$ cat src/sv/bped_pkg.sv
// shared types, constants and event mapping for the button press event detector
`timescale 1ns / 1ps

package bped_pkg;

    localparam int TIME_BITS  = 32;
    localparam int CFG_BITS   = 16;
    localparam int CFG_ADDR_BITS = 2;
    localparam int NUM_BUTTONS = 3;

    localparam logic [CFG_BITS-1:0] DEBOUNCE_RESET   = 16'd20;
    localparam logic [CFG_BITS-1:0] LONG_PRESS_RESET = 16'd1500;

    typedef logic [TIME_BITS-1:0] time_t;

    typedef enum logic [CFG_ADDR_BITS-1:0] {
        REG_DEBOUNCE   = 2'd0,
        REG_LONG_PRESS = 2'd1,
        REG_TWO_BUTTON = 2'd2
    } reg_index_t;

    typedef enum logic [2:0] {
        EV_NONE     = 3'd0,
        EV_NEXT     = 3'd1,
        EV_PREV     = 3'd2,
        EV_SETTINGS = 3'd3,
        EV_CYCLE    = 3'd4,
        EV_EXIT     = 3'd5
    } event_t;

    typedef enum logic [1:0] {
        BTN_ONE   = 2'd0,
        BTN_TWO   = 2'd1,
        BTN_THREE = 2'd2
    } button_t;

    typedef struct packed {
        logic [CFG_BITS-1:0] debounce_time;
        logic [CFG_BITS-1:0] long_press_ms;
        logic                two_button_mode;
    } cfg_t;

    typedef struct packed {
        logic long_due;
        logic short_pend;
    } btn_status_t;

    // timestamp taken modulo 2^TIME_BITS
    function automatic time_t to_time(input logic [31:0] v);
        logic [63:0] w;
        begin
            w = {32'd0, v};
            return w[TIME_BITS-1:0];
        end
    endfunction

    function automatic time_t cfg_to_time(input logic [CFG_BITS-1:0] v);
        logic [63:0] w;
        begin
            w = {{(64-CFG_BITS){1'b0}}, v};
            return w[TIME_BITS-1:0];
        end
    endfunction

    function automatic event_t short_event(input button_t k, input logic settings,
                                           input logic two_mode);
        event_t ev;
        begin
            ev = EV_NONE;
            if (!settings) begin
                case (k)
                    BTN_ONE: ev = EV_NEXT;
                    BTN_TWO: ev = EV_PREV;
                    default: ev = two_mode ? EV_NONE : EV_SETTINGS;
                endcase
            end
            else if (two_mode) begin
                case (k)
                    BTN_ONE: ev = EV_CYCLE;
                    BTN_TWO: ev = EV_PREV;
                    default: ev = EV_NONE;
                endcase
            end
            else begin
                case (k)
                    BTN_ONE: ev = EV_NEXT;
                    BTN_TWO: ev = EV_PREV;
                    default: ev = EV_CYCLE;
                endcase
            end
            return ev;
        end
    endfunction

    function automatic event_t long_event(input button_t k, input logic settings,
                                          input logic two_mode);
        event_t ev;
        begin
            ev = EV_NONE;
            if (k == BTN_THREE)
                ev = EV_EXIT;
            else if (two_mode && k == BTN_TWO)
                ev = settings ? EV_EXIT : EV_SETTINGS;
            return ev;
        end
    endfunction

endpackage

$ cat src/sv/button_press_event_detector.sv
// top level: poll input register, button qualifiers, event priority and result register
`timescale 1ns / 1ps

// Three active-low buttons are debounced and classified into short and long
// presses, one poll transfer in giving one event code transfer out. A poll is
// taken into an input register; once the result register is free or being
// read, the buttons are stepped (button three only outside two-button mode)
// and the first due event is chosen into the result register. A new poll can
// be taken every cycle unless a waiting result holds a full input register.
// Configuration writes are taken at any time but must only be made while idle.
module button_press_event_detector (
    input  logic                                clk,
    input  logic                                rst_n,
    input  logic                                cfg_wen,
    input  logic [bped_pkg::CFG_ADDR_BITS-1:0]  cfg_addr,
    input  logic [bped_pkg::CFG_BITS-1:0]       cfg_wdata,
    input  logic                                in_valid,
    output logic                                in_ready,
    input  logic [31:0]                         now_ms,
    input  logic                                pin_level_one,
    input  logic                                pin_level_two,
    input  logic                                pin_level_three,
    input  logic                                settings_active,
    output logic                                out_valid,
    input  logic                                out_ready,
    output logic [2:0]                          event_code
);
    import bped_pkg::*;

    cfg_t cfg;

    logic        s1_valid_reg;
    logic [31:0] s1_now_reg;
    logic [NUM_BUTTONS-1:0] s1_pin_reg;
    logic        s1_settings_reg;
    logic        out_valid_reg;
    event_t      out_code_reg;

    logic        advance;
    time_t       now_t;
    logic [NUM_BUTTONS-1:0] btn_step;
    logic [NUM_BUTTONS-1:0] btn_cand;
    logic [NUM_BUTTONS-1:0] btn_take;
    btn_status_t status [NUM_BUTTONS];
    event_t      code [NUM_BUTTONS];
    event_t      ev0, ev1, ev2;
    logic        two_mode;

    bped_cfg u_cfg (
        .clk       (clk),
        .rst_n     (rst_n),
        .cfg_wen   (cfg_wen),
        .cfg_addr  (cfg_addr),
        .cfg_wdata (cfg_wdata),
        .cfg       (cfg)
    );

    assign two_mode = cfg.two_button_mode;
    assign advance  = s1_valid_reg && (!out_valid_reg || out_ready);
    assign in_ready = !s1_valid_reg || advance;
    assign now_t    = to_time(s1_now_reg);

    assign btn_step[0] = advance;
    assign btn_step[1] = advance;
    assign btn_step[2] = advance && !two_mode;

    genvar k;
    generate
        for (k = 0; k < NUM_BUTTONS; k++)
        begin : g_btn
            bped_button u_button (
                .clk     (clk),
                .rst_n   (rst_n),
                .step    (btn_step[k]),
                .active  (~s1_pin_reg[k]),
                .now     (now_t),
                .cfg     (cfg),
                .consume (btn_take[k]),
                .status  (status[k])
            );
            assign code[k] = status[k].long_due
                ? long_event(button_t'(k), s1_settings_reg, two_mode)
                : short_event(button_t'(k), s1_settings_reg, two_mode);
        end
    endgenerate

    assign btn_cand[0] = status[0].long_due | status[0].short_pend;
    assign btn_cand[1] = status[1].long_due | status[1].short_pend;
    assign btn_cand[2] = (status[2].long_due | status[2].short_pend) & ~two_mode;

    // first button in order with a mapped event wins; unmapped ones before it are still consumed
    assign btn_take[0] = btn_cand[0];
    assign ev0         = btn_take[0] ? code[0] : EV_NONE;
    assign btn_take[1] = btn_cand[1] && (ev0 == EV_NONE);
    assign ev1         = btn_take[1] ? code[1] : ev0;
    assign btn_take[2] = btn_cand[2] && (ev1 == EV_NONE);
    assign ev2         = btn_take[2] ? code[2] : ev1;

    always_ff @(posedge clk or negedge rst_n)
    begin
        if (!rst_n)
        begin
            s1_valid_reg <= 1'b0;
        end
        else if (in_ready)
        begin
            s1_valid_reg <= in_valid;
        end
    end

    always_ff @(posedge clk)
    begin
        if (in_ready && in_valid)
        begin
            s1_now_reg      <= now_ms;
            s1_pin_reg      <= {pin_level_three, pin_level_two, pin_level_one};
            s1_settings_reg <= settings_active;
        end
    end

    always_ff @(posedge clk or negedge rst_n)
    begin
        if (!rst_n)
        begin
            out_valid_reg <= 1'b0;
        end
        else if (advance)
        begin
            out_valid_reg <= 1'b1;
        end
        else if (out_ready)
        begin
            out_valid_reg <= 1'b0;
        end
    end

    always_ff @(posedge clk)
    begin
        if (advance)
        begin
            out_code_reg <= ev2;
        end
    end

    assign out_valid  = out_valid_reg;
    assign event_code = out_code_reg;

endmodule

$ cat src/sv/bped_cfg.sv
// configuration registers with index decode
`timescale 1ns / 1ps

module bped_cfg (
    input  logic                           clk,
    input  logic                           rst_n,
    input  logic                           cfg_wen,
    input  logic [bped_pkg::CFG_ADDR_BITS-1:0] cfg_addr,
    input  logic [bped_pkg::CFG_BITS-1:0]  cfg_wdata,
    output bped_pkg::cfg_t                 cfg
);
    import bped_pkg::*;

    cfg_t cfg_reg;
    cfg_t cfg_next;

    always_comb
    begin
        cfg_next = cfg_reg;
        if (cfg_wen)
        begin
            unique case (cfg_addr)
                REG_DEBOUNCE:   cfg_next.debounce_time   = cfg_wdata;
                REG_LONG_PRESS: cfg_next.long_press_ms   = cfg_wdata;
                REG_TWO_BUTTON: cfg_next.two_button_mode = cfg_wdata[0];
                default:        cfg_next = cfg_reg;
            endcase
        end
    end

    always_ff @(posedge clk or negedge rst_n)
    begin
        if (!rst_n)
        begin
            cfg_reg.debounce_time   <= DEBOUNCE_RESET;
            cfg_reg.long_press_ms   <= LONG_PRESS_RESET;
            cfg_reg.two_button_mode <= 1'b0;
        end
        else
        begin
            cfg_reg <= cfg_next;
        end
    end

    assign cfg = cfg_reg;

endmodule

$ cat src/sv/bped_button.sv
// per-button debounce, press timing and short/long event marks
`timescale 1ns / 1ps

module bped_button (
    input  logic                   clk,
    input  logic                   rst_n,
    input  logic                   step,
    input  logic                   active,
    input  bped_pkg::time_t        now,
    input  bped_pkg::cfg_t         cfg,
    input  logic                   consume,
    output bped_pkg::btn_status_t  status
);
    import bped_pkg::*;

    logic  last_reg, last_next;
    logic  pressed_reg, pressed_next;
    logic  long_done_reg, long_done_next, long_done_q;
    logic  short_reg, short_next, short_q;
    time_t change_time_reg, change_time_next;
    time_t press_time_reg, press_time_next;
    logic  changed;
    logic  debounce_hit;
    logic  long_hit;
    logic  long_due;

    assign changed      = active != last_reg;
    assign debounce_hit = (now - change_time_reg) >= cfg_to_time(cfg.debounce_time);

    // qualify
    always_comb
    begin
        last_next        = last_reg;
        pressed_next     = pressed_reg;
        long_done_q      = long_done_reg;
        short_q          = short_reg;
        change_time_next = change_time_reg;
        press_time_next  = press_time_reg;
        if (changed)
        begin
            if (pressed_reg && !long_done_reg)
                short_q = 1'b1;
            last_next        = active;
            change_time_next = now;
            pressed_next     = 1'b0;
            long_done_q      = 1'b0;
        end
        else if (active && !pressed_reg && debounce_hit)
        begin
            pressed_next    = 1'b1;
            press_time_next = now;
        end
    end

    assign long_hit = (now - press_time_next) >= cfg_to_time(cfg.long_press_ms);
    assign long_due = pressed_next && !long_done_q && long_hit;

    assign status.long_due   = long_due;
    assign status.short_pend = short_q;

    // consumption of the chosen event
    assign long_done_next = long_done_q | (consume & long_due);
    assign short_next     = short_q & ~(consume & ~long_due);

    always_ff @(posedge clk or negedge rst_n)
    begin
        if (!rst_n)
        begin
            last_reg        <= 1'b0;
            pressed_reg     <= 1'b0;
            long_done_reg   <= 1'b0;
            short_reg       <= 1'b0;
            change_time_reg <= '0;
            press_time_reg  <= '0;
        end
        else if (step)
        begin
            last_reg        <= last_next;
            pressed_reg     <= pressed_next;
            long_done_reg   <= long_done_next;
            short_reg       <= short_next;
            change_time_reg <= change_time_next;
            press_time_reg  <= press_time_next;
        end
    end

endmodule

$ cat config.mk
export PLATFORM = sky130hd
export DESIGN_NAME = button_press_event_detector
export DESIGN_NICKNAME = d
export VERILOG_FILES = /design/src/sv/bped_pkg.sv /design/src/sv/button_press_event_detector.sv /design/src/sv/bped_cfg.sv /design/src/sv/bped_button.sv
export SDC_FILE = /design/constraint.sdc
export NUM_CORES = 1
export LEC_CHECK = 0
export ABC_AREA = 1
export BUFFER_PORTS_ARGS = -buffer_cell sky130_fd_sc_hd__buf_2
export CORE_ASPECT_RATIO = 0.5
export CORE_UTILIZATION = 40
export CTS_CLUSTER_DIAMETER = 50
export DETAILED_ROUTE_END_ITERATION = 7
export PLACE_DENSITY = 0.56
export SLEW_MARGIN = 40
export SYNTH_ARGS = -nofsm -noshare
export SYNTH_HDL_FRONTEND = slang
export SYNTH_SLANG_ARGS = --single-unit
$ cat constraint.sdc
create_clock -name clk -period 10.09 [get_ports clk]
set_input_delay 2.018 -clock clk [delete_from_list [all_inputs] [get_ports clk]]
set_output_delay 2.018 -clock clk [all_outputs]
set_load 0.005 [all_outputs]
==> impl_metrics.yaml <==
run_status:
  outcome: "completed"
synth:
  synthFlopType: "dfrtp_1"
  synth_edf_count: 39
  syn_nets: 3907
  synth_area_mm2: 0.0246
  synth_warnings: 0
  seq_area_frac_synth_pct: 29.2
  syn_inst: 3563
  syn-mean-instance-area_um2: 6.89
  synthArstFlopShare_pct: 86.0
  ys_ff_latch: 278
  synth.distinct_cells: 55
cts:
  cts_made_buffers: 35
  postCtsSetupBuffers: 0
  clock_sinks: 278
  htreeDepth: 2
  cts_tree: "yes"
  clockRootBuffer: "clkbuf_16"
  clockBufferDepth: 3
  path_clk_slew_ns: 0.06
  clock_latency_ns: 0.56
power_and_ir_drop:
  sw_frac_of_total_pct: 50.9
  peakVddDrop_v: 0.000127
  p_leak_nw: 13.8
  switching_power_mw: 4.78
  p_total_mw: 9.39
  p_seq_share_pct: 18.7
  powerDensity_mw_per_mm2: 344
  comb_power_share_pct: 67.1
  p_int_mw: 4.61
  p_clk_share_pct: 14.2
timing:
  final_max_slew_viol_count: 0
  fmax_mhz: 108
  min_period_ns: 9.30
  final.setup.tns_ns: 0
  clock_skew_ns: 0.0234
  tightest_slew_ns: 0.831
  timing.hold.ws_ns: 0.477
  slew_headroom_pct: 44.6
  setup_viol: 0
  rsz0062_at_grt: "false"
  min_period_over_period_pct: 92.2
  finalHoldViolations: 0
route:
  dr.pass1.iters: 6
  drtAntennaViolNets: 0
  vias_per_cell: 5.24
  wl_per_cell_um: 17.9
  drc_errors: 0
  drt_iter0_markers: 1786
  routed_wl_mm: 80.2
  num_vias: 23500
critical_path:
  worstPathArrival_ns: 9.60
  slowest_stage: "edfxtp_1"
  path_buf_inv: 3
  critPathRequiredTime_ns: 10.39
  crit_fanout: 38
  start_kind: "register"
  crit_type: "reg2reg"
  cp-end-kind: "register"
  path_delay_family: "simple AND/OR/NAND/NOR gates"
  max_stage_delay_ns: 0.55
finish:
  final_nets: 3989
  final_cell_mix: "nand2_1 (947), inv_1 (534), o21ai_0 (379), ha_1 (279), a21oi_1 (263)"
  drive_above_1_share_pct: 7.11
  multi_input_area_mm2: 0.0152
  register_area_mm2: 0.00716
  final_common_cell: "nand2_1"
  final_cell_area_mm2: 0.0273
  syn_to_final_growth_pct: 11.2
  layoutNonFillerInstCount: 4484
  num_antenna_cells: 0
  fillerInstances: 6331
floorplanning:
  die-area_mm2: 0.0624
  rows: 63
  chipHeight_um: 177
  core_area_mm2: 0.0599
  pin_count: 64
  start_util_pct: 41.0
  die-width_um: 352
global_routing:
  overflow: 0
  grt_pass1_wl_mm: 125
  first_global_vias: 22100
  grt_max_degree: 74
  grt_usage_pct: 25.7
  antenna_found_initial: 0
placement:
  place_congestion: 0.950
  io_buffers: 63
  hpwl_mm: 63.3
  placed_cells: 4420
  placedInstanceArea_mm2: 0.0261
min_path:
  hold_path.class: "reg2reg"
flow_run:
  drv_cap: 0
[cells by family after synthesis]
| logic type | count (synthesis) | synth area share [%] |
|---|---|---|
| adders and majority gates | 285 | 14.7 |
| buffers and inverters | 614 | 9.45 |
| AOI/OAI and AO/OA | 767 | 16.9 |
| and+or+nand+nor | 1498 | 25.5 |
| DFF | 278 | 29.2 |
| xor gates and xnor gates | 121 | 4.32 |
[routing by layer]
| layer | GRT usage, % | up-vias | share of wire (%) |
|---|---|---|---|
| met4 | 5.34 | 0 | 1.8 |
| met1 | 37.7 | 11000 | 51 |
| met2 | 40.7 | 473 | 43 |
| met5 | 0 | - | 0 |
| met3 | 2.74 | 92 | 4.6 |
| li1 | - | 11900 | - |
[final cells by class]
class,count,area share [%]
multi-input cells,2671,55.5
flip-flops and latches,278,26.2
inverters,549,7.55
well taps,812,3.72
clock buffers,43,3.47
repair buffers,110,2.63
clock inverters,21,0.916
[synthesized netlist by cell type (all sizes together), types with 17 or more instances]
cell type / count / area [µm²]
a211oi: 17 / 128
xor2: 83 / 727
a21oi: 268 / 1350
clkbuf: 58 / 218
inv: 547 / 2050
dfrtp: 230 / 5760
edfxtp: 39 / 1170
ha: 279 / 3490
nor2: 256 / 993
nand2: 966 / 3670
o21ai: 395 / 1980
nand4: 49 / 307
nand3: 136 / 736
nor3: 46 / 240
xnor2: 38 / 333
[final timing paths]
kind / from / end / slack (ns) / depth (start not counted)
max in group asynchronous: rst_n / g_btn[0].u_button.press_time_reg[29] / 7.65 / 2
max reg2reg: now_t[1] / event_code[2] / 0.79 / 52
min reg2reg: g_btn[2].u_button.press_time_reg[29] / g_btn[2].u_button.press_time_reg[29] / 0.48 / 2
min in group asynchronous: rst_n / g_btn[2].u_button.press_time_reg[9] / 1.37 / 1
max: now_t[1] / event_code[2] / 0.79 / 52
min: g_btn[2].u_button.press_time_reg[29] / g_btn[2].u_button.press_time_reg[29] / 0.48 / 2
[worst register-to-register path: cells and delay by family, from the launching register on]
| kind | cells | cell delay, ns |
|---|---|---|
| AO/OA/AOI/OAI | 16 | 3.23 |
| XOR/XNOR | 2 | 0.33 |
| adder cells (fa/ha/maj) | 4 | 1.20 |
| buffers and inverters | 3 | 0.45 |
| flip-flops | 1 | 0.55 |
| AND/OR/NAND/NOR | 27 | 3.31 |
[per-stage QoR]
step                      util, %  worst slack [ns]
after global routing         45.6            0.0194
after detailed placement     43.5             0.589
after CTS                    45.5             0.551
after global placement       43.4             0.750
final                        45.6             0.792
after floorplan                 -              2.22
[power groups by stage]
stage	registers (mW)	logic [mW]	clock network, mW
2_1_floorplan	1.73	4.67	0
3_3_place_gp	1.77	6.13	0
3_5_place_dp	1.77	6.19	0
4_1_cts	1.76	6.23	1.37
6_report	1.76	6.30	1.33
5_1_grt	1.81	7.18	1.41
[timing repair]
action | 4_1_cts | 5_1_grt
setup endpoints to repair | 0 | 7
hold buffers | 0 | 0
resized for setup | 0 | 16
Power figures use the tool's default switching activity.
